===== src/hw/rtl/bbt_pkg.sv =====
// ----------------------------------------------------------------------------
// bbt_pkg
// Shared types, constants and fixed-point helpers for the bounding-box
// placement transform.
// ----------------------------------------------------------------------------
package bbt_pkg;

  // Channel and configuration port widths
  localparam int IN_W       = 192;
  localparam int OUT_W      = 384;
  localparam int CFG_ADDR_W = 3;
  localparam int CFG_DATA_W = 63;

  // Configuration register indexes
  localparam logic [CFG_ADDR_W-1:0] CFG_SCALE_MODE     = 3'd0;
  localparam logic [CFG_ADDR_W-1:0] CFG_TRANSLATE_MODE = 3'd1;
  localparam logic [CFG_ADDR_W-1:0] CFG_SCALE_XYZ      = 3'd2;
  localparam logic [CFG_ADDR_W-1:0] CFG_TRANSLATE_XYZ  = 3'd3;
  localparam logic [CFG_ADDR_W-1:0] CFG_ANGLES_XYZ     = 3'd4;

  // Scale modes
  localparam logic [2:0] SM_NONE   = 3'd0;
  localparam logic [2:0] SM_MIN    = 3'd1;
  localparam logic [2:0] SM_MAX    = 3'd2;
  localparam logic [2:0] SM_REL    = 3'd3;
  localparam logic [2:0] SM_EXTENT = 3'd4;

  // Translate modes
  localparam logic [1:0] TM_CENTER = 2'd0;
  localparam logic [1:0] TM_OFFSET = 2'd1;
  localparam logic [1:0] TM_ABS    = 2'd2;

  // Fixed point
  localparam logic signed [31:0] Q_ONE   = 32'sd65536;
  localparam logic signed [31:0] Q_MAX   = 32'sh7FFFFFFF;
  localparam logic signed [31:0] Q_MIN   = 32'sh80000000;

  // Rotation matrix entries (Q16.16, magnitude below 8.0)
  localparam int ROT_W = 20;
  typedef logic signed [ROT_W-1:0] rot_ent_t;
  localparam rot_ent_t ROT_ONE = 20'sd65536;

  // Sine and cosine in Q16.16, clamped to [-1, 1]
  localparam int SC_W = 18;
  typedef logic signed [SC_W-1:0] trig_t;

  // CORDIC
  localparam int CORDIC_STEPS = 18;
  localparam int XY_W         = 34;
  localparam logic signed [XY_W-1:0] CORDIC_GAIN = 34'sd652032874;

  // Divider: quotient magnitude bits after the overflow check, total latency
  localparam int DIV_QBITS = 31;
  localparam int DIV_LAT   = DIV_QBITS + 2;

  typedef enum logic [2:0] {
    ROT_IDLE,
    ROT_LOAD,
    ROT_ITER,
    ROT_STORE,
    ROT_MAC
  } rot_state_t;

  // Arctangent of 2^-i in units of 2^-32 turn
  function automatic logic signed [XY_W-1:0] atan_turn(input logic [4:0] i);
    logic signed [XY_W-1:0] v;
    case (i)
      5'd0:    v = 34'sd536870912;
      5'd1:    v = 34'sd316933406;
      5'd2:    v = 34'sd167458907;
      5'd3:    v = 34'sd85004756;
      5'd4:    v = 34'sd42667342;
      5'd5:    v = 34'sd21354465;
      5'd6:    v = 34'sd10679839;
      5'd7:    v = 34'sd5340245;
      5'd8:    v = 34'sd2670163;
      5'd9:    v = 34'sd1335087;
      5'd10:   v = 34'sd667544;
      5'd11:   v = 34'sd333772;
      5'd12:   v = 34'sd166886;
      5'd13:   v = 34'sd83443;
      5'd14:   v = 34'sd41722;
      5'd15:   v = 34'sd20861;
      5'd16:   v = 34'sd10430;
      5'd17:   v = 34'sd5215;
      default: v = '0;
    endcase
    return v;
  endfunction

  // Round half up from Q32.32-scaled product back to Q16.16
  function automatic logic signed [65:0] rnd16(input logic signed [65:0] v);
    return (v + 66'sd32768) >>> 16;
  endfunction

  function automatic logic signed [31:0] sat32(input logic signed [65:0] v);
    logic signed [31:0] r;
    if (v > 66'sd2147483647) begin
      r = Q_MAX;
    end else if (v < -66'sd2147483648) begin
      r = Q_MIN;
    end else begin
      r = 32'(v);
    end
    return r;
  endfunction

endpackage


===== src/hw/rtl/bbt_skid.sv =====
// ----------------------------------------------------------------------------
// bbt_skid
// Output register with a skid entry, so the pipeline keeps moving after the
// receiver stalls until the skid entry holds a word.
// ----------------------------------------------------------------------------
module bbt_skid #(
  parameter int W = bbt_pkg::OUT_W
) (
  input  logic         clk,
  input  logic         rst_n,
  input  logic         s_valid,
  input  logic [W-1:0] s_data,
  output logic         s_ready,
  output logic         m_valid,
  output logic [W-1:0] m_data,
  input  logic         m_ready
);

  logic         ov_r, ov_nxt;
  logic         sv_r, sv_nxt;
  logic [W-1:0] od_r;
  logic [W-1:0] sd_r;
  logic         ld_out, ld_skid, mv_skid;

  assign s_ready = !sv_r;

  always_comb begin
    ov_nxt  = ov_r;
    sv_nxt  = sv_r;
    ld_out  = 1'b0;
    ld_skid = 1'b0;
    mv_skid = 1'b0;
    if (m_ready || !ov_r) begin
      if (sv_r) begin
        mv_skid = 1'b1;
        ov_nxt  = 1'b1;
        sv_nxt  = 1'b0;
      end else begin
        ld_out = 1'b1;
        ov_nxt = s_valid;
      end
    end else if (s_valid && !sv_r) begin
      // hold the word that arrived while the output was stalled
      ld_skid = 1'b1;
      sv_nxt  = 1'b1;
    end
  end

  always_ff @(posedge clk) begin
    if (!rst_n) begin
      ov_r <= 1'b0;
      sv_r <= 1'b0;
    end else begin
      ov_r <= ov_nxt;
      sv_r <= sv_nxt;
    end
  end

  always_ff @(posedge clk) begin
    if (mv_skid) begin
      od_r <= sd_r;
    end else if (ld_out) begin
      od_r <= s_data;
    end
    if (ld_skid) begin
      sd_r <= s_data;
    end
  end

  assign m_valid = ov_r;
  assign m_data  = od_r;

endmodule


===== config.mk =====
export PLATFORM = sky130hd
export DESIGN_NAME = bbt_skid
export DESIGN_NICKNAME = d
export VERILOG_FILES = /design/src/hw/rtl/bbt_pkg.sv /design/src/hw/rtl/bbt_skid.sv
export SDC_FILE = /design/constraint.sdc
export NUM_CORES = 1
export LEC_CHECK = 0
export BUFFER_PORTS_ARGS = -buffer_cell sky130_fd_sc_hd__buf_2
export CORE_AREA = 5 5 302 304
export DETAILED_ROUTE_END_ITERATION = 10
export DIE_AREA = 0 0 307 309
export PLACE_DENSITY = 0.54
export REMOVE_ABC_BUFFERS = 1
export SLEW_MARGIN = 10
export SYNTH_ARGS = -nofsm -noshare
export SYNTH_HDL_FRONTEND = slang
export SYNTH_SLANG_ARGS = --single-unit
export TNS_END_PERCENT = 50

===== constraint.sdc =====
create_clock -name clk -period 98.5 [get_ports clk]
set_input_delay 9.85 -clock clk [delete_from_list [all_inputs] [get_ports clk]]
set_output_delay 9.85 -clock clk [all_outputs]
set_load 0.01 [all_outputs]

# == After elaboration in Yosys (flattened, before gate mapping) ==
# Index checks and enable logic that the tools add are counted.
# word_totals
regBits,770
in_bits,388
# classes
n_reduce_logical,6
n_mux,9
bitwise_logic,1
# ops
cell,count
two-way mux 384 bit,2
two-way mux 1 bit,7
zero test 1 bit,2
nonzero test 2 bit,1
OR reduction 2 bit,1
logical AND 1 bit,1
logical OR 1 bit,1
NOT 1 bit,1

# == Logic depth before layout (Yosys ltp) ==
# Gate-level depths: netlist (run 1).
# depth
ltp_word,5
ltp_mapped,5
mapped_depth_nobuf,3

# == Worst setup path before layout (run 1) ==
# Ideal clock, no wire load.
# synth_timing
path_kind,input to register
from,input port m_ready
to,register sd_r[0] (enable)
stages,2
setup_time_ps,1677
setup_slack_ps,55593
path_buffers,0
t_arrival_ps,41230
cell_sequence,nand2b_4 > nor3b_1
# synth_between
elab_chain_len,2
# synth_lines
element,line_no,source
start: declaration,bbt_skid.sv:16,input logic m_ready
logical OR 1 bit,bbt_skid.sv:33,if (m_ready || !ov_r) begin
two-way mux 1 bit,bbt_skid.sv:33,
via ld_skid,bbt_skid.sv:23,"logic ld_out, ld_skid, mv_skid;"
end signal: assignment,bbt_skid.sv:66,sd_r <= s_data;
end: declaration,bbt_skid.sv:22,logic [W-1:0] sd_r;
# The timed path passes the listed nets, and every way through them passes these cells.
# A chain may end at the register's enable or synchronous reset.

# == Final worst setup path (run 1) ==
# layout_timing
from,input port m_ready
to,"register od_r[6] (netlist: m_data[6]), data pin"
# layout_between
elab_chain_len,3
# layout_lines
element,line_no,source
logical OR 1 bit,bbt_skid.sv:33,
two-way mux 1 bit,bbt_skid.sv:33,
two-way mux 384 bit,bbt_skid.sv:60,if (mv_skid) begin
end signal: assignment,bbt_skid.sv:61,od_r <= sd_r;
end signal: assignment,bbt_skid.sv:63,od_r <= s_data;
end: declaration,bbt_skid.sv:21,logic [W-1:0] od_r;
# No other way between the ends.

==> flow_metrics.py, run 1 <==
metrics = {
    "timing": {
        "slew_violations": 0,
        "setup_viol": 0,
        "fin_worst_skew_ns": 0.0173,
        "fin_setup_tns_ns": 0,
        "period_share_pct": 14.0,
        "rsz0062_at_grt": "false",
        "finalHoldViolCount": 0,
        "max_slew.worst_pin.slew_ns": 1.12,
        "slew_headroom_pct": 25.3,
        "fmax_mhz": 72.4,
        "min_period_ns": 13.82,
    },
    "route": {
        "drtAntennaViolNets": 0,
        "routedWlPerCell_um": 21.6,
        "drc": 0,
        "avgViaCountPerCell": 4.39,
        "via_count": 14400,
        "dr.pass1.iters": 4,
        "totalWireLength_um": 70700,
        "drt_iter0_drc": 683,
    },
    "worst_setup_path": {
        "crit_arrival_ns": 14.19,
        "cpMostUsedCell": "buf_4",
        "crit_type": "primary input to flop",
        "cp_max_fo": 77,
        "crit_path_cell_trace": "buf_2, nand2b_4, nand2_8, buf_4, buf_4, buf_4, mux2_2",
        "endpoint_kind": "flop",
        "crit_required_ns": 98.87,
        "crit_slowest_cell": "buf_4",
        "cp_slowest_stage_delay_ns": 0.95,
        "cp_top_family": "buffers and inverters",
        "critPathBufInv": 4,
        "cp-start-kind": "primary input",
    },
    "clock_network": {
        "h-tree-depth": 3,
        "cts_tree": "yes",
        "cts_resized": 0,
        "cts_buffers": 83,
        "cts.sinks": 770,
        "post-cts-setup-buffers": 0,
        "cts_root_buf": "clkbuf_16",
        "clockBufferDepth": 3,
        "clkTransAtPathRegs_ns": 0.06,
        "clk_latency_ns": 0.63,
        "cts_hold_buf": 0,
    },
    "floorplan": {
        "coreArea_um2": 88000,
        "die_h_um": 309,
        "num_io_pins": 774,
        "die_w_um": 307,
        "dieArea_um2": 94900,
        "initial_core_util_pct": 33.3,
        "row_count": 109,
    },
    "synth": {
        "synth_cells": 1203,
        "ys_types": 12,
        "ys_seq_area_share_pct": 78.9,
        "ys_ff_latch": 770,
        "synthTopCellsByArea": "edfxtp_1 (79%), mux2_4 (18%), buf_6 (1.5%)",
        "syn_avg_cell_area_um2": 24.4,
        "synth_area_um2": 29300,
        "synth_top_area_share_pct": 78.7,
        "yosysWarnings": 0,
        "synth_area_leader_cell": "edfxtp_1",
    },
    "run_status": {
        "status": "completed",
    },
    "grt": {
        "grt_usage_pct": 14.0,
        "gr-total-overflow": 0,
        "grt_pass1_vias": 15500,
        "antenna_found_initial": 30,
        "grt_pass1_wl_um": 101000,
        "grt_max_degree": 138,
    },
    "place": {
        "gp_congestion": 0.800,
        "io_buffers": 773,
        "dpl.hpwl_um": 49700,
    },
    "finish": {
        "final_common_cell": "buf_2",
        "utilization_pct": 42.2,
        "final_cell_mix": "buf_2 (773), edfxtp_1 (768), mux2_4 (360), clkbuf_16 (84), mux2_2 (24)",
        "drive_gt1_share_pct": 61.5,
        "syn2layout_area_growth_pct": 26.6,
        "fill_cells": 7938,
        "nets": 2422,
    },
    "min_path": {
        "hold_path.class": "flop to flop",
    },
    "power": {
        "static-leakage-power_nw": 15.5,
        "peakVddDrop_mv": 0.0145,
        "power_density_nw_per_um2": 20.3,
    },
    "flow_run": {
        "cap_viol_max_count": 0,
    },
}
## Yosys cell counts
| cell type | n |
|---|---|
| buf_6 | 40 |
| nand2_4 | 1 |
| nand2b_4 | 1 |
| inv_1 | 1 |
| a21boi_0 | 1 |
| mux2_2 | 24 |
| mux2_4 | 360 |
| buf_2 | 2 |
| nor2_1 | 1 |
| edfxtp_1 | 768 |
| nor3b_1 | 2 |
| dfxtp_1 | 2 |
## cell families (layout without fill, tap and decap cells)
logic type / count (synthesis) / count (layout) / share of synthesized area, %
buffers and inverters: 43 / 938 / 1.58
AO/OA/AOI/OAI: 1 / 1 / 0.0256
flip-flops: 770 / 770 / 78.9
multiplexers: 384 / 384 / 19.4
AND/OR/NAND/NOR: 5 / 5 / 0.149
other: 0 / 18 / 0
## per-layer routing
layer / part of all wire [%] / vias up / GRT usage [%]
met5: 0.20 / - / 0
met4: 3.0 / 20 / 5.75
met3: 9.6 / 134 / 5.68
met2: 51 / 529 / 24.6
met1: 36 / 7194 / 15.2
li1: - / 6521 / -
## sequential cells by signal, summed over array words and instances (netlist names)
name     cells
sd_r       384
sv_r         1
m_valid      1
m_data     384
## per-stage QoR
| stage | hold WS [ns] | std cells | cell area [um2] | worst slack, ns | power (W) |
|---|---|---|---|---|---|
| after floorplan | 0.525 | 1161 | 28800 | 55.59 | 0.000424 |
| after global placement | 0.529 | 3114 | 34300 | 84.04 | 0.000446 |
| after detailed placement | 0.533 | 3114 | 34300 | 83.97 | 0.000447 |
| after CTS | 0.540 | 3263 | 37100 | 84.68 | 0.000766 |
| after global routing | 0.545 | 3275 | 37100 | 84.50 | 0.000784 |
| final | 0.537 | 3281 | 37100 | 84.68 | 0.000753 |
## path summary, 6_finish.rpt
kind         depth (start not counted)                 start                    to  slack, ns
min reg2reg                          1    sd_r[46]$_DFFE_PP_  m_data[46]$_DFFE_PP_       0.54
max reg2reg                          6  m_valid$_SDFFE_PN0P_   m_data[6]$_DFFE_PP_      93.67
max                                  7               m_ready   m_data[6]$_DFFE_PP_      84.68
min                                  1    sd_r[46]$_DFFE_PP_  m_data[46]$_DFFE_PP_       0.54
## power breakdown
part	switching [W]	leakage (nW)	internal (W)
registers	0.00000431	7.49	0.000380
logic	0.0000282	6.69	0.0000265
clock network	0.000128	1.34	0.000186
total	0.000161	15.5	0.000593
## cell type report
type                       count  area (um2)  area share, %
sequential                   770       23100           62.3
multi-input combinational    390        5740           15.5
timing repair buffer         788        4010           10.8
clock buffer                 100        2160           5.83
tap                         1165        1460           3.93
clock inverter                49         582           1.57
antenna                       18        45.0          0.121
inverter                       1        3.75         0.0101
Note: power is estimated with default switching activity, not from simulation.
==> run 2: changes to the inputs <==
- CORE_AREA: 5 5 302 304 -> 5 5 296 298
- DIE_AREA: 0 0 307 309 -> 0 0 301 303
- PLACE_DENSITY: 0.54 -> 0.55
- clock period: 98.5 -> 13.5 ns (I/O delays scaled with it)
==> run 2 against run 1 <==
  * First-iteration DRC count is 28% higher
  * Highest routed layer unchanged
  * Wire length increased by 1.0%
  * Sequential share of layout area up 0.17 points
  * Cell count is 0.64% lower
  * Sequential power rose to 7.3 times the previous value
  * Total power rose to 7.2 times the previous value
  * Flip-flop and latch count is the same
  * Die area down 3.9%
  * Via count is 0.32% higher
  * Worst setup slack got worse by 76 ns
  * Non-clock buffer count fell by 3
==> flow_metrics.py, run 2 (same netlist as run 1, synthesis figures left out) <==
metrics = {
    "place": {
        "dpl.hpwl_um": 49900,
        "place_area_um2": 34300,
        "place_ws_ns": 7.97,
        "gp_congestion": 0.821,
        "io_buffers": 773,
    },
    "worst_setup_path": {
        "cp_top_family": "buffers and inverters",
        "cp-start-kind": "primary input",
        "crit_required_ns": 13.85,
        "endpoint_kind": "flop",
        "crit_type": "primary input to flop",
        "crit_arrival_ns": 5.17,
        "crit_path_cell_trace": "buf_2, nand2b_4, nand2_8, buf_4, buf_4, mux2_2",
        "critPathBufInv": 3,
        "crit_slowest_cell": "buf_4",
        "cpMostUsedCell": "buf_4",
        "cp_slowest_stage_delay_ns": 0.91,
        "cp_max_fo": 84,
    },
    "floorplan": {
        "num_io_pins": 774,
        "row_count": 107,
        "die_w_um": 301,
        "dieArea_um2": 91200,
        "die_h_um": 303,
        "initial_core_util_pct": 34.6,
        "coreArea_um2": 84600,
    },
    "finish": {
        "final_common_cell": "buf_2",
        "syn2layout_area_growth_pct": 26.3,
        "nets": 2420,
        "final_cell_mix": "buf_2 (773), edfxtp_1 (768), mux2_4 (360), clkbuf_16 (87), mux2_2 (24)",
        "final_area_um2": 37000,
        "drive_gt1_share_pct": 61.1,
    },
    "grt": {
        "grt_pass1_vias": 15600,
        "antenna_found_initial": 30,
        "grt_max_degree": 163,
        "gr-total-overflow": 0,
        "grt_pass1_wl_um": 101000,
        "grt_usage_pct": 14.7,
    },
    "route": {
        "via_count": 14400,
        "drtAntennaViolNets": 0,
        "dr.pass1.iters": 4,
        "routedWlPerCell_um": 21.9,
        "totalWireLength_um": 71400,
        "avgViaCountPerCell": 4.43,
        "drc": 0,
        "drt_iter0_drc": 872,
    },
    "timing": {
        "fmax_mhz": 208,
        "setup_slack_ns": 8.68,
        "max_slew.worst_pin.slew_ns": 1.26,
        "hold_ws_ns": 0.529,
        "finalHoldViolCount": 0,
        "fin_worst_skew_ns": 0.0191,
        "setup_viol": 0,
        "period_share_pct": 35.7,
        "slew_headroom_pct": 15.8,
        "min_period_ns": 4.82,
        "slew_violations": 0,
        "rsz0062_at_grt": "false",
    },
    "clock_network": {
        "cts_resized": 0,
        "cts_tree": "yes",
        "cts_hold_buf": 0,
        "cts.sinks": 770,
        "clk_latency_ns": 0.62,
        "cts_buffers": 84,
        "post-cts-setup-buffers": 0,
        "cts_root_buf": "clkbuf_16",
        "clockBufferDepth": 3,
        "clkTransAtPathRegs_ns": 0.06,
        "h-tree-depth": 3,
    },
    "run_status": {
        "status": "completed",
    },
    "power": {
        "power_density_nw_per_um2": 147,
        "peakVddDrop_mv": 0.110,
        "power_w": 0.00543,
        "static-leakage-power_nw": 15.5,
    },
    "flow_run": {
        "cap_viol_max_count": 0,
    },
    "min_path": {
        "hold_path.class": "flop to flop",
    },
}
## run 2: changes by cell type in the layout (fill, tap and decap cells not counted), moves of 2 or more
cell / change
buf_12: +2
buf_4: -5
bufinv_16: -4
clkbuf_1: +4
clkbuf_16: +3
clkinv_1: +3
clkinv_2: -4
clkinv_8: +2
clkinvlp_4: +2
inv_16: -3
## run 2: worst paths after layout
kind	from	endpoint	slack (ns)	cells after the start
max	m_ready	m_data[15]$_DFFE_PP_	8.68	6
min reg2reg	sd_r[146]$_DFFE_PP_	m_data[146]$_DFFE_PP_	0.53	1
max reg2reg	m_valid$_SDFFE_PN0P_	m_data[15]$_DFFE_PP_	9.19	5
min	sd_r[146]$_DFFE_PP_	m_data[146]$_DFFE_PP_	0.53	1
## run 2: layer usage
layer | vias up | GRT usage (%) | routed length [um]
met5 | - | 0 | 131
met4 | 18 | 6.29 | 2580
met3 | 152 | 5.82 | 6380
met2 | 555 | 25.6 | 36400
met1 | 7206 | 15.9 | 25900
li1 | 6513 | - | -
## run 2: report_power, final
group | internal [W] | switching, W | total, W
combinational | 0.000194 | 0.000206 | 0.000400
clock | 0.00131 | 0.000913 | 0.00223
sequential | 0.00277 | 0.0000334 | 0.00280
## run 2: area by class of cell
type                       instances  area, um2
clock buffer                     107       2250
timing repair buffer             785       4010
sequential                       770      23100
clock inverter                    44        413
tap                             1144       1430
multi-input combinational        390       5740
inverter                           1       3.75
fill                            7502      47600
antenna                           19       47.5
## run 2: through the flow
stage / instances / util (%) / setup TNS [ns]
after floorplan: 1161 / - / -8028.27
after global placement: 3090 / 40.5 / 0
after detailed placement: 3090 / 40.5 / 0
after CTS: 3241 / 43.7 / 0
after global routing: 3255 / 43.7 / 0
final: 3260 / 43.7 / 0
