<file path="src/hw/rtl/bbt_pkg.sv">
// ----------------------------------------------------------------------------
// bbt_pkg
// Shared types, constants and fixed-point helpers for the bounding-box
// placement transform.
// ----------------------------------------------------------------------------
package bbt_pkg;

  // Channel and configuration port widths
  localparam int IN_W       = 192;
  localparam int OUT_W      = 384;
  localparam int CFG_ADDR_W = 3;
  localparam int CFG_DATA_W = 63;

  // Configuration register indexes
  localparam logic [CFG_ADDR_W-1:0] CFG_SCALE_MODE     = 3'd0;
  localparam logic [CFG_ADDR_W-1:0] CFG_TRANSLATE_MODE = 3'd1;
  localparam logic [CFG_ADDR_W-1:0] CFG_SCALE_XYZ      = 3'd2;
  localparam logic [CFG_ADDR_W-1:0] CFG_TRANSLATE_XYZ  = 3'd3;
  localparam logic [CFG_ADDR_W-1:0] CFG_ANGLES_XYZ     = 3'd4;

  // Scale modes
  localparam logic [2:0] SM_NONE   = 3'd0;
  localparam logic [2:0] SM_MIN    = 3'd1;
  localparam logic [2:0] SM_MAX    = 3'd2;
  localparam logic [2:0] SM_REL    = 3'd3;
  localparam logic [2:0] SM_EXTENT = 3'd4;

  // Translate modes
  localparam logic [1:0] TM_CENTER = 2'd0;
  localparam logic [1:0] TM_OFFSET = 2'd1;
  localparam logic [1:0] TM_ABS    = 2'd2;

  // Fixed point
  localparam logic signed [31:0] Q_ONE   = 32'sd65536;
  localparam logic signed [31:0] Q_MAX   = 32'sh7FFFFFFF;
  localparam logic signed [31:0] Q_MIN   = 32'sh80000000;

  // Rotation matrix entries (Q16.16, magnitude below 8.0)
  localparam int ROT_W = 20;
  typedef logic signed [ROT_W-1:0] rot_ent_t;
  localparam rot_ent_t ROT_ONE = 20'sd65536;

  // Sine and cosine in Q16.16, clamped to [-1, 1]
  localparam int SC_W = 18;
  typedef logic signed [SC_W-1:0] trig_t;

  // CORDIC
  localparam int CORDIC_STEPS = 18;
  localparam int XY_W         = 34;
  localparam logic signed [XY_W-1:0] CORDIC_GAIN = 34'sd652032874;

  // Divider: quotient magnitude bits after the overflow check, total latency
  localparam int DIV_QBITS = 31;
  localparam int DIV_LAT   = DIV_QBITS + 2;

  typedef enum logic [2:0] {
    ROT_IDLE,
    ROT_LOAD,
    ROT_ITER,
    ROT_STORE,
    ROT_MAC
  } rot_state_t;

  // Arctangent of 2^-i in units of 2^-32 turn
  function automatic logic signed [XY_W-1:0] atan_turn(input logic [4:0] i);
    logic signed [XY_W-1:0] v;
    case (i)
      5'd0:    v = 34'sd536870912;
      5'd1:    v = 34'sd316933406;
      5'd2:    v = 34'sd167458907;
      5'd3:    v = 34'sd85004756;
      5'd4:    v = 34'sd42667342;
      5'd5:    v = 34'sd21354465;
      5'd6:    v = 34'sd10679839;
      5'd7:    v = 34'sd5340245;
      5'd8:    v = 34'sd2670163;
      5'd9:    v = 34'sd1335087;
      5'd10:   v = 34'sd667544;
      5'd11:   v = 34'sd333772;
      5'd12:   v = 34'sd166886;
      5'd13:   v = 34'sd83443;
      5'd14:   v = 34'sd41722;
      5'd15:   v = 34'sd20861;
      5'd16:   v = 34'sd10430;
      5'd17:   v = 34'sd5215;
      default: v = '0;
    endcase
    return v;
  endfunction

  // Round half up from Q32.32-scaled product back to Q16.16
  function automatic logic signed [65:0] rnd16(input logic signed [65:0] v);
    return (v + 66'sd32768) >>> 16;
  endfunction

  function automatic logic signed [31:0] sat32(input logic signed [65:0] v);
    logic signed [31:0] r;
    if (v > 66'sd2147483647) begin
      r = Q_MAX;
    end else if (v < -66'sd2147483648) begin
      r = Q_MIN;
    end else begin
      r = 32'(v);
    end
    return r;
  endfunction

endpackage

</file>
<file path="src/hw/rtl/bbt_rot.sv">
// ----------------------------------------------------------------------------
// bbt_rot
// Rotation setup: iterative CORDIC for the three angles, then the products
// (Rx * Ry) * Rz on one shared multiply-accumulate.
// ----------------------------------------------------------------------------
module bbt_rot (
  input  logic              clk,
  input  logic              rst_n,
  input  logic              start,
  input  logic [47:0]       angles,
  output logic              busy,
  output bbt_pkg::rot_ent_t rot_o [3][3]
);

  localparam logic [4:0] IT_LAST = 5'(bbt_pkg::CORDIC_STEPS - 1);

  bbt_pkg::rot_state_t state_r, state_nxt;
  logic [1:0]  axis_r, axis_nxt;
  logic [4:0]  it_r, it_nxt;
  logic        ph_r, ph_nxt;
  logic [1:0]  r_r, r_nxt;
  logic [1:0]  c_r, c_nxt;
  logic [1:0]  k_r, k_nxt;
  logic        ld, step, st, mac;

  logic [47:0] ang_r;
  logic signed [bbt_pkg::XY_W-1:0] x_r, y_r, z_r;
  bbt_pkg::trig_t    cs_r [3];
  bbt_pkg::trig_t    sn_r [3];
  logic signed [41:0] acc_r;
  bbt_pkg::rot_ent_t rxy_r [3][3];
  bbt_pkg::rot_ent_t rot_r [3][3];

  logic [15:0] aw;
  logic signed [bbt_pkg::XY_W-1:0] dx, dy, xr, yr;
  bbt_pkg::trig_t cv, sv, cq, sq;
  bbt_pkg::rot_ent_t rxm [3][3];
  bbt_pkg::rot_ent_t rym [3][3];
  bbt_pkg::rot_ent_t rzm [3][3];
  bbt_pkg::rot_ent_t ma, mb, wv;
  logic signed [39:0] prod;
  logic signed [41:0] acc_sum;

  function automatic bbt_pkg::trig_t clamp_unit(input logic signed [bbt_pkg::XY_W-1:0] v);
    bbt_pkg::trig_t r;
    if (v > 34'sd65536) begin
      r = 18'sd65536;
    end else if (v < -34'sd65536) begin
      r = -18'sd65536;
    end else begin
      r = bbt_pkg::SC_W'(v);
    end
    return r;
  endfunction

  // FSM
  always_ff @(posedge clk) begin
    if (!rst_n) begin
      state_r <= bbt_pkg::ROT_IDLE;
      axis_r  <= '0;
      it_r    <= '0;
      ph_r    <= 1'b0;
      r_r     <= '0;
      c_r     <= '0;
      k_r     <= '0;
    end else begin
      state_r <= state_nxt;
      axis_r  <= axis_nxt;
      it_r    <= it_nxt;
      ph_r    <= ph_nxt;
      r_r     <= r_nxt;
      c_r     <= c_nxt;
      k_r     <= k_nxt;
    end
  end

  always_comb begin
    state_nxt = state_r;
    axis_nxt  = axis_r;
    it_nxt    = it_r;
    ph_nxt    = ph_r;
    r_nxt     = r_r;
    c_nxt     = c_r;
    k_nxt     = k_r;
    ld        = 1'b0;
    step      = 1'b0;
    st        = 1'b0;
    mac       = 1'b0;
    case (state_r)
      bbt_pkg::ROT_IDLE: begin
        if (start) begin
          axis_nxt  = '0;
          state_nxt = bbt_pkg::ROT_LOAD;
        end
      end
      bbt_pkg::ROT_LOAD: begin
        ld        = 1'b1;
        it_nxt    = '0;
        state_nxt = bbt_pkg::ROT_ITER;
      end
      bbt_pkg::ROT_ITER: begin
        step = 1'b1;
        if (it_r == IT_LAST) begin
          state_nxt = bbt_pkg::ROT_STORE;
        end else begin
          it_nxt = it_r + 5'd1;
        end
      end
      bbt_pkg::ROT_STORE: begin
        st = 1'b1;
        if (axis_r == 2'd2) begin
          ph_nxt    = 1'b0;
          r_nxt     = '0;
          c_nxt     = '0;
          k_nxt     = '0;
          state_nxt = bbt_pkg::ROT_MAC;
        end else begin
          axis_nxt  = axis_r + 2'd1;
          state_nxt = bbt_pkg::ROT_LOAD;
        end
      end
      bbt_pkg::ROT_MAC: begin
        mac = 1'b1;
        if (k_r == 2'd2) begin
          k_nxt = '0;
          if (c_r == 2'd2) begin
            c_nxt = '0;
            if (r_r == 2'd2) begin
              r_nxt = '0;
              if (ph_r) begin
                state_nxt = bbt_pkg::ROT_IDLE;
              end else begin
                ph_nxt = 1'b1;
              end
            end else begin
              r_nxt = r_r + 2'd1;
            end
          end else begin
            c_nxt = c_r + 2'd1;
          end
        end else begin
          k_nxt = k_r + 2'd1;
        end
      end
      default: state_nxt = bbt_pkg::ROT_IDLE;
    endcase
  end

  // CORDIC datapath
  always_comb begin
    case (axis_r)
      2'd0:    aw = ang_r[15:0];
      2'd1:    aw = ang_r[31:16];
      default: aw = ang_r[47:32];
    endcase
  end

  assign dx = y_r >>> it_r;
  assign dy = x_r >>> it_r;
  assign xr = (x_r + 34'sd8192) >>> 14;
  assign yr = (y_r + 34'sd8192) >>> 14;

  always_comb begin
    if (aw[13:0] == '0) begin
      cv = 18'sd65536;
      sv = '0;
    end else begin
      cv = clamp_unit(xr);
      sv = clamp_unit(yr);
    end
    // fold the quadrant back in
    case (aw[15:14])
      2'd0:    begin cq = cv;  sq = sv;  end
      2'd1:    begin cq = -sv; sq = cv;  end
      2'd2:    begin cq = -cv; sq = -sv; end
      default: begin cq = sv;  sq = -cv; end
    endcase
  end

  always_ff @(posedge clk) begin
    if (start) begin
      ang_r <= angles;
    end
    if (ld) begin
      x_r <= bbt_pkg::CORDIC_GAIN;
      y_r <= '0;
      z_r <= $signed({4'b0, aw[13:0], 16'b0});
    end else if (step) begin
      if (!z_r[bbt_pkg::XY_W-1]) begin
        x_r <= x_r - dx;
        y_r <= y_r + dy;
        z_r <= z_r - bbt_pkg::atan_turn(it_r);
      end else begin
        x_r <= x_r + dx;
        y_r <= y_r - dy;
        z_r <= z_r + bbt_pkg::atan_turn(it_r);
      end
    end
    if (st) begin
      cs_r[axis_r] <= cq;
      sn_r[axis_r] <= sq;
    end
  end

  // Elementary rotations
  always_comb begin
    for (int i = 0; i < 3; i++) begin
      for (int j = 0; j < 3; j++) begin
        rxm[i][j] = (i == j) ? bbt_pkg::ROT_ONE : '0;
        rym[i][j] = (i == j) ? bbt_pkg::ROT_ONE : '0;
        rzm[i][j] = (i == j) ? bbt_pkg::ROT_ONE : '0;
      end
    end
    rxm[1][1] = bbt_pkg::ROT_W'(cs_r[0]);
    rxm[2][2] = bbt_pkg::ROT_W'(cs_r[0]);
    rxm[1][2] = bbt_pkg::ROT_W'(sn_r[0]);
    rxm[2][1] = -bbt_pkg::ROT_W'(sn_r[0]);
    rym[0][0] = bbt_pkg::ROT_W'(cs_r[1]);
    rym[2][2] = bbt_pkg::ROT_W'(cs_r[1]);
    rym[0][2] = -bbt_pkg::ROT_W'(sn_r[1]);
    rym[2][0] = bbt_pkg::ROT_W'(sn_r[1]);
    rzm[0][0] = bbt_pkg::ROT_W'(cs_r[2]);
    rzm[1][1] = bbt_pkg::ROT_W'(cs_r[2]);
    rzm[0][1] = bbt_pkg::ROT_W'(sn_r[2]);
    rzm[1][0] = -bbt_pkg::ROT_W'(sn_r[2]);
  end

  // Shared multiply-accumulate: first pass Rx*Ry, second pass (Rx*Ry)*Rz
  assign ma      = ph_r ? rxy_r[r_r][k_r] : rxm[r_r][k_r];
  assign mb      = ph_r ? rzm[k_r][c_r]   : rym[k_r][c_r];
  assign prod    = 40'(ma) * 40'(mb);
  assign acc_sum = acc_r + 42'(prod);
  assign wv      = bbt_pkg::ROT_W'(bbt_pkg::rnd16(66'(acc_sum)));

  always_ff @(posedge clk) begin
    if (st) begin
      acc_r <= '0;
    end else if (mac) begin
      acc_r <= (k_r == 2'd2) ? '0 : acc_sum;
    end
    if (mac && k_r == 2'd2 && !ph_r) begin
      rxy_r[r_r][c_r] <= wv;
    end
  end

  always_ff @(posedge clk) begin
    if (!rst_n) begin
      for (int i = 0; i < 3; i++) begin
        for (int j = 0; j < 3; j++) begin
          rot_r[i][j] <= (i == j) ? bbt_pkg::ROT_ONE : '0;
        end
      end
    end else if (mac && k_r == 2'd2 && ph_r) begin
      rot_r[r_r][c_r] <= wv;
    end
  end

  assign busy  = (state_r != bbt_pkg::ROT_IDLE);
  assign rot_o = rot_r;

endmodule

</file>
<file path="config.mk">
export PLATFORM = sky130hd
export DESIGN_NAME = bbt_rot
export DESIGN_NICKNAME = d
export VERILOG_FILES = /design/src/hw/rtl/bbt_pkg.sv /design/src/hw/rtl/bbt_rot.sv
export SDC_FILE = /design/constraint.sdc
export NUM_CORES = 2
export LEC_CHECK = 0
export ABC_AREA = 1
export BUFFER_PORTS_ARGS = -buffer_cell sky130_fd_sc_hd__buf_4
export CAP_MARGIN = 20
export CORE_ASPECT_RATIO = 0.8
export CORE_MARGIN = 3
export CORE_UTILIZATION = 45
export DETAILED_ROUTE_END_ITERATION = 10
export GPL_TIMING_DRIVEN = 0
export HOLD_SLACK_MARGIN = 0.12
export SYNTH_ARGS = -nofsm -noshare
export SYNTH_HDL_FRONTEND = slang
export SYNTH_SLANG_ARGS = --single-unit
</file>
<file path="constraint.sdc">
create_clock -name clk -period 11.4 [get_ports clk]
set_input_delay 1.71 -clock clk [delete_from_list [all_inputs] [get_ports clk]]
set_output_delay 1.71 -clock clk [all_outputs]
set_load 0.05 [all_outputs]
</file>
==> Word level (Yosys, flattened, before mapping) <==
Memories as Yosys holds them, arrays and structs flattened. A register that Yosys moved wholly into a read port is not among the register bits.
Index checks and enable logic that the tools add are counted.
{ "word_totals": {"ram_bits": 288, "regBits": 389, "inputBits": 51, "mem_bits_ro": 1920, "mem_count": 5} }
{ "mem_list": {"columns": ["memory", "depth", "word_bits", "read_ports", "rd_clocked_by_memory_dff", "write_ports", "line_no", "source"], "rows": [
  ["(no name shown)", 32, 30, 1, 1, 0, "bbt_pkg.sv:67", "case (i)"],
  ["(no name shown)", 32, 30, 1, 1, 0, "bbt_pkg.sv:67", null],
  ["rxy_r", 3, 60, 1, 1, 1, "bbt_rot.sv:31", "bbt_pkg::rot_ent_t rxy_r [3][3];"],
  ["cs_r", 3, 18, 3, 0, 1, "bbt_rot.sv:28", "bbt_pkg::trig_t cs_r [3];"],
  ["sn_r", 3, 18, 3, 0, 1, "bbt_rot.sv:29", "bbt_pkg::trig_t sn_r [3];"]
]} }
{ "classes": {"bitwise_logic": 3, "n_eq_ne": 21, "mul": 1, "add_sub_neg": 20, "n_mux": 91, "n_reduce_logical": 22, "order_cmp": 9, "shift": 2} }
{ "ops": {"columns": ["op", "n"], "rows": [
  ["60-bit 2-to-1 mux", 8],
  ["60-bit binary-select mux with 2-bit select", 3],
  ["34-bit 2-to-1 mux", 9],
  ["20-bit 2-to-1 mux", 11],
  ["180-bit bitwise mux", 1],
  ["20-bit binary-select mux with 2-bit select", 4],
  ["60-bit demux with 2-bit select", 1],
  ["18-bit 2-to-1 mux", 6],
  ["18-bit case mux with 3 select lines", 2],
  ["34-bit adder", 3],
  ["34-bit subtractor", 3],
  ["34-bit by 15-bit adder with 34-bit output (second input constant)", 2],
  ["34-bit by 5-bit >>> shifter with 34-bit output", 2],
  ["30-bit 2-to-1 mux", 2],
  ["18-bit negation with 20-bit output", 3],
  ["42-bit by 40-bit adder with 42-bit output", 1],
  ["42-bit 2-to-1 mux", 1],
  ["20-bit demux with 2-bit select", 1],
  ["20-bit by 18-bit greater-than comparator with 1-bit output (second input constant)", 2],
  ["20-bit by 17-bit less-than comparator with 1-bit output (second input constant)", 2],
  ["20-bit by 20-bit multiplier with 40-bit output", 1],
  ["36-bit by 17-bit adder with 36-bit output (second input constant)", 1],
  ["18-bit negation", 2],
  ["16-bit case mux with 2 select lines", 1],
  ["32 further kinds", 97]
]} }

==> Longest topological paths before layout <==
An unclocked memory read counts as a cell.
{ "depth": {"word_depth": 13, "ltp_mapped": 50, "ltp_nobuf": 50} }

==> Least setup slack after synthesis <==
Ideal clock, no wire load.
{ "synth_timing": {"path_kind": "register to register", "from": "register k_r[1]", "to": "memory rxy_r[0][17] (netlist bit) (data pin)", "n_path_buf": 5, "stages_incl_launch_ff": 38, "slack_ps": 2639, "setup_ps": 291, "arrival_ps": 8470, "t_required_ps": 11109, "path_cell_list": "dfxtp_1 > nor2_2 > clkbuf_1 > buf_1 > clkbuf_1 > a22oi_1 > o221ai_1 > nand2_1 > inv_1 > clkbuf_1 > nand2_1 > fa_1 > inv_1 > fa_1 > inv_1 > fa_1 > inv_1 > fa_1 > [... 2 more ...] > inv_1 > fa_1 > inv_1 > ha_1 > clkbuf_1 > nand2_1 > nor2_1 > inv_1 > nor2_1 > nand4_1 > nand3b_1 > nand2_1 > nor2_2 > inv_1 > nor3_2 > nand3_1 > nand2_2 > nand2_1"} }
{ "synth_via": {"elab_chain_len": 11, "word_cells_on_any_way": 24, "classes_between": "add/sub: 2; mul: 1; mux: 20; bitwise: 1"} }
{ "synth_rtl": {"columns": ["item", "line_no", "source"], "rows": [
  ["from (decl)", "bbt_rot.sv:23", "logic [1:0] k_r, k_nxt;"],
  ["from (signal assigned)", "bbt_rot.sv:73", "k_r <= k_nxt;"],
  ["2-bit NOT with 3-bit output (not written as such) *", "bbt_rot.sv:229, bbt_rot.sv:230", null],
  ["60-bit binary-select mux with 2-bit select", "bbt_rot.sv:230", "assign mb = ph_r ? rzm[k_r][c_r] : rym[k_r][c_r];"],
  ["60-bit 2-to-1 mux (not written as such) (2 in series)", "bbt_rot.sv:230", null],
  ["20-bit binary-select mux with 2-bit select", "bbt_rot.sv:230", null],
  ["20-bit 2-to-1 mux (not written as such) (2 in series)", "bbt_rot.sv:230", null],
  ["20-bit 2-to-1 mux", "bbt_rot.sv:230", null],
  ["20-bit by 20-bit multiplier with 40-bit output *", "bbt_rot.sv:231", "assign prod = 40'(ma) * 40'(mb);"],
  ["42-bit by 40-bit adder with 42-bit output *", "bbt_rot.sv:232", "assign acc_sum = acc_r + 42'(prod);"],
  ["36-bit by 17-bit adder with 36-bit output *", "bbt_pkg.sv:93", "return (v + 66'sd32768) >>> 16;"],
  ["named net wv[17]", "bbt_rot.sv:40", "bbt_pkg::rot_ent_t ma, mb, wv;"],
  ["to (decl)", "bbt_rot.sv:31", null]
]} }
Mark *: on every way through the listed nets, which the timed path passes. The rest lies on a longest branch. The select of a mux whose other input is x is not followed.

==> report_table.html <==
<table>
<tr><th>Metric</th><th>Value</th></tr>
<tr><th colspan="2">Status</th></tr>
<tr><td>Outcome</td><td>finished, final reports clean</td></tr>
<tr><th colspan="2">Cells and area</th></tr>
<tr><td>Final design area excluding fillers</td><td>67,900 um2</td></tr>
<tr><td>Post-layout net count</td><td>9,207</td></tr>
<tr><td>Utilization after layout</td><td>51.4%</td></tr>
<tr><td>Area grow syn2layout</td><td>12.8%</td></tr>
<tr><td>Count of placed standard cells in the final layout, fillers left out</td><td>10,300</td></tr>
<tr><td>Ratio of cells with drive above 1 in the final layout</td><td>8.86%</td></tr>
<tr><th colspan="2">STA</th></tr>
<tr><td>Clock period minus worst slack</td><td>11.03 ns</td></tr>
<tr><td>Slew @ Worst Pin</td><td>1.23 ns</td></tr>
<tr><td>Post-route worst hold slack</td><td>0.465 ns</td></tr>
<tr><td>Slew Viols, Final</td><td>0</td></tr>
<tr><td>Count of final setup violators</td><td>0</td></tr>
<tr><td>Count of endpoints failing hold in the final timing report</td><td>0</td></tr>
<tr><td>Post-route fraction of the period consumed by the critical path</td><td>96.8%</td></tr>
<tr><td>Layout Skew</td><td>0.0679 ns</td></tr>
<tr><td>Max Clk Rate</td><td>90.6 MHz</td></tr>
<tr><td>Final-layout setup total negative slack</td><td>0 ns</td></tr>
<tr><td>Final worst-path setup slack</td><td>0.366 ns</td></tr>
<tr><td>Max-slew headroom at the worst pin</td><td>17.8%</td></tr>
<tr><th colspan="2">Synth</th></tr>
<tr><td>Share of synthesized area occupied by flip-flops and latches</td><td>29.2%</td></tr>
<tr><td>Unique masters post-synth</td><td>78</td></tr>
<tr><td>Async SR Flop Fraction</td><td>0%</td></tr>
<tr><td>Synthesized net count</td><td>8,863</td></tr>
<tr><td>Synthesized flop and latch total</td><td>703</td></tr>
<tr><td>Area of the mapped netlist</td><td>60,200 um2</td></tr>
<tr><td>Synthesis warning total</td><td>0</td></tr>
<tr><td>Top cell type's share of synthesized area</td><td>17.5%</td></tr>
<tr><td>Main synth FF type</td><td>sky130_fd_sc_hd__dfxtp_1</td></tr>
<tr><td>Avg Synthesized Cell Area</td><td>7.40 um2</td></tr>
<tr><td>Cell type contributing the most total cell area after synthesis</td><td>sky130_fd_sc_hd__edfxtp_1</td></tr>
<tr><td>Top area cells in the synthesized netlist</td><td>sky130_fd_sc_hd__edfxtp_1 (17%), sky130_fd_sc_hd__fa_1 (14%), sky130_fd_sc_hd__nand2_1 (12%)</td></tr>
<tr><td>Post-Syn Instances</td><td>8,144</td></tr>
<tr><td>Number of enable flip-flop cells after synthesis</td><td>350</td></tr>
<tr><th colspan="2">Placed design</th></tr>
<tr><td>Number of buffers inserted by port buffering</td><td>230</td></tr>
<tr><td>Pre-CTS WS</td><td>-1.39 ns</td></tr>
<tr><td>Sum of net half-perimeters after detailed placement</td><td>198,000 um</td></tr>
<tr><td>Cell area after placement</td><td>64,700 um2</td></tr>
<tr><td>Final weighted congestion in routability-driven placement</td><td>1.02</td></tr>
<tr><td>Number of instances in the placed design</td><td>10,200</td></tr>
<tr><th colspan="2">Global routing</th></tr>
<tr><td>Total overflow reported by the global router</td><td>0</td></tr>
<tr><td>Antenna violations before repair</td><td>15</td></tr>
<tr><td>Global Route Usage Sum</td><td>35.0%</td></tr>
<tr><td>Number of global-route vias before repair</td><td>54,900</td></tr>
<tr><td>Largest net degree at the start of global routing</td><td>51</td></tr>
<tr><td>Global-route wire length before repair</td><td>363,000 um</td></tr>
<tr><th colspan="2">Clock tree</th></tr>
<tr><td>Later-pin clock latency in the skew report</td><td>0.73 ns</td></tr>
<tr><td>Clock Sink Count</td><td>703</td></tr>
<tr><td>Post-CTS clock slew at the launch and capture registers of the worst setup and hold paths</td><td>0.06 ns</td></tr>
<tr><td>Maximum clock insertion buffer count</td><td>3</td></tr>
<tr><td>TritonCTS clock tree</td><td>done</td></tr>
<tr><td>H-Tree Depth</td><td>3</td></tr>
<tr><td>Clock buffers created by TritonCTS</td><td>76</td></tr>
<tr><td>Clock root buffer master</td><td>sky130_fd_sc_hd__clkbuf_16</td></tr>
<tr><th colspan="2">Detailed routing</th></tr>
<tr><td>Total number of vias</td><td>57,900</td></tr>
<tr><td>Wire length per cell after detailed routing</td><td>23.9 um</td></tr>
<tr><td>Vias per std cell</td><td>5.62</td></tr>
<tr><td>Antenna-violating nets left</td><td>0</td></tr>
<tr><td>DRC violation count after routing</td><td>0</td></tr>
<tr><td>Count of routing violations after the opening detailed-route iteration</td><td>6,723</td></tr>
<tr><td>Total length of routed wires</td><td>247,000 um</td></tr>
<tr><td>Number of search-and-repair iterations in the first detailed-routing pass</td><td>6</td></tr>
<tr><th colspan="2">Setup path</th></tr>
<tr><td>Worst setup path class</td><td>register to register</td></tr>
<tr><td>Largest fanout of any net on the critical path</td><td>10</td></tr>
<tr><td>WP depth</td><td>39</td></tr>
<tr><td>Required time of the critical path</td><td>11.89 ns</td></tr>
<tr><td>Number of cells on the worst reg-to-reg path</td><td>39</td></tr>
<tr><td>Crit path largest cell delay</td><td>0.63 ns</td></tr>
<tr><td>Worst flop-to-flop path endpoint</td><td>rxy_r[2][55]$_DFFE_PP_</td></tr>
<tr><td>End of the critical path</td><td>rxy_r[2][55]$_DFFE_PP_</td></tr>
<tr><td>Most prevalent standard cell on the critical path</td><td>sky130_fd_sc_hd__inv_1</td></tr>
<tr><td>Family of cells with the greatest summed delay on the critical path</td><td>adder cells</td></tr>
<tr><td>Reg-to-reg slack, setup</td><td>0.37 ns</td></tr>
<tr><td>Critical path capture point type</td><td>register</td></tr>
<tr><td>Crit path arrival time</td><td>11.52 ns</td></tr>
<tr><td>Slowest library cell on the worst path</td><td>sky130_fd_sc_hd__fa_1</td></tr>
<tr><td>Setup crit start kind</td><td>register</td></tr>
<tr><td>Combined buffer and inverter count along the critical path</td><td>13</td></tr>
<tr><th colspan="2">Run</th></tr>
<tr><td>Number of maximum-capacitance violations</td><td>0</td></tr>
<tr><th colspan="2">Floorplan</th></tr>
<tr><td>Area of the core region</td><td>132,000 um2</td></tr>
<tr><td>Initial core utilization</td><td>45.6%</td></tr>
<tr><td>IO Pins</td><td>232</td></tr>
<tr><td>Area of the die</td><td>138,000 um2</td></tr>
<tr><td>FP Rows</td><td>119</td></tr>
<tr><td>Width of the die</td><td>415 um</td></tr>
<tr><td>Overall die height</td><td>333 um</td></tr>
<tr><th colspan="2">Pwr</th></tr>
<tr><td>Power density over the cells</td><td>295 nW/um2</td></tr>
<tr><td>Lkg Pwr</td><td>33.0 nW</td></tr>
<tr><td>Post-route total power</td><td>20.0 mW</td></tr>
<tr><td>Peak VDD IR</td><td>346 uV</td></tr>
<tr><th colspan="2">Worst hold path</th></tr>
<tr><td>Worst hold-check path type</td><td>register to register</td></tr>
</table>
layer usage:
layer | vias to the layer above | wire length (um) | track usage (%) | share of wire, %
li1 | 26700 | - | - | -
met1 | 27900 | 114000 | 53.9 | 46
met2 | 2968 | 95200 | 47.4 | 39
met3 | 289 | 31900 | 10.9 | 13
met4 | 4 | 5290 | 7.42 | 2.1
met5 | - | 147 | 0.678 | 0.060
cell usage in the layout (no fill, tap or decap), types with 14 or more instances in the layout:
master and instances:
sky130_fd_sc_hd__nor2_1 732, sky130_fd_sc_hd__o21a_1 28, sky130_fd_sc_hd__a31oi_1 39, sky130_fd_sc_hd__xnor2_1 67, sky130_fd_sc_hd__nand3_1 451, sky130_fd_sc_hd__dfxtp_1 353, sky130_fd_sc_hd__nand4_1 65, sky130_fd_sc_hd__buf_2 79
sky130_fd_sc_hd__o21ai_1 58, sky130_fd_sc_hd__a22oi_1 48, sky130_fd_sc_hd__o221ai_1 24, sky130_fd_sc_hd__fa_1 425, sky130_fd_sc_hd__inv_1 1357, sky130_fd_sc_hd__clkbuf_16 78, sky130_fd_sc_hd__nor2_2 36, sky130_fd_sc_hd__o21bai_1 81
sky130_fd_sc_hd__inv_2 27, sky130_fd_sc_hd__buf_8 19, sky130_fd_sc_hd__nor3_1 62, sky130_fd_sc_hd__nand2_1 1944, sky130_fd_sc_hd__o21ai_0 553, sky130_fd_sc_hd__or2_2 18, sky130_fd_sc_hd__buf_4 256, sky130_fd_sc_hd__nor4_1 15
sky130_fd_sc_hd__nor3_2 15, sky130_fd_sc_hd__clkinvlp_4 15, sky130_fd_sc_hd__o211ai_1 38, sky130_fd_sc_hd__buf_6 14, sky130_fd_sc_hd__edfxtp_1 350, sky130_fd_sc_hd__clkbuf_2 34, sky130_fd_sc_hd__xor2_1 120, sky130_fd_sc_hd__o22ai_1 47
sky130_fd_sc_hd__o31ai_1 14, sky130_fd_sc_hd__ha_1 242, sky130_fd_sc_hd__buf_1 21, sky130_fd_sc_hd__a21oi_1 383, sky130_fd_sc_hd__nand2_2 45, sky130_fd_sc_hd__clkbuf_1 151
power by group:
group / switching (mW) / internal (mW)
Sequential: 0.350 / 3.55
Clock: 1.18 / 1.51
Combinational: 9.59 / 3.84
Total: 11.1 / 8.90
kinds of logic (layout without fill, tap and decap cells):
family	count (synthesis)	after routing	share of synthesized area (%)
AOI/OAI and AO/OA	1414	1414	13.6
xor gates and xnor gates	212	212	3.40
adders and majority gates	668	668	19.2
buffers and inverters	1713	2120	11.1
DFF	703	703	29.2
muxes	3	3	0.0499
other	0	3	0
and+or+nand+nor	3431	3431	23.5
tightest hold or removal path, cell delays in order (launching register included):
cell	delay (ns)
sky130_fd_sc_hd__dfxtp_1	0.31
sky130_fd_sc_hd__nand2_1	0.06
sky130_fd_sc_hd__a21oi_1	0.05
how the worst min path moves through the flow:
stage	startpoint	end	depth (start not counted)	slack (ns)
after floorplan	z_r[7]$_SDFFE_PP0P_	z_r[7]$_SDFFE_PP0P_	2	0.43
after global placement	z_r[7]$_SDFFE_PP0P_	z_r[7]$_SDFFE_PP0P_	2	0.45
after detailed placement	z_r[7]$_SDFFE_PP0P_	z_r[7]$_SDFFE_PP0P_	2	0.45
after CTS	z_r[7]$_SDFFE_PP0P_	z_r[7]$_SDFFE_PP0P_	2	0.46
after global routing	acc_r[15]$_SDFFE_PP0P_	acc_r[15]$_SDFFE_PP0P_	2	0.48
final	acc_r[3]$_SDFFE_PP0P_	acc_r[3]$_SDFFE_PP0P_	2	0.46
state kept, by name, indices dropped and copies added (netlist names), 3 cells and up, named ones only:
name / cells
x_r: 34
y_r: 34
rot_o: 180
acc_r: 36
z_r: 34
cs_r: 54
ang_r: 48
state_r: 3
rxy_r: 180
sn_r: 54
it_r: 5
area by class of cell:
type / count / area, um2
Multi-Input combinational cell: 5728 / 36300
Clock inverter: 42 / 602
Fill cell: 13100 / 64300
Antenna cell: 3 / 7.51
Timing Repair Buffer: 273 / 2410
Tap cell: 1754 / 2190
Sequential cell: 703 / 17600
Buffer: 305 / 1460
Clock buffer: 99 / 2090
Inverter: 1401 / 5290
cells in the mapped netlist, types with 124 or more instances:
library cell / instances
sky130_fd_sc_hd__clkbuf_1: 181
sky130_fd_sc_hd__nand3_1: 451
sky130_fd_sc_hd__xor2_1: 124
sky130_fd_sc_hd__a21oi_1: 385
sky130_fd_sc_hd__o21ai_0: 562
sky130_fd_sc_hd__inv_1: 1362
sky130_fd_sc_hd__dfxtp_1: 353
sky130_fd_sc_hd__nor2_1: 748
sky130_fd_sc_hd__edfxtp_1: 350
sky130_fd_sc_hd__fa_1: 426
sky130_fd_sc_hd__nand2_1: 1968
sky130_fd_sc_hd__ha_1: 242
timing repair:
action                     in CTS  in global routing
gates cloned                    0                  0
pin swaps                       1                  2
setup endpoints to repair     353                317
gates resized for setup        61                 82
buffers inserted                3                  8
hold buffers                    0                  0
(Power assumes the default switching activity.)
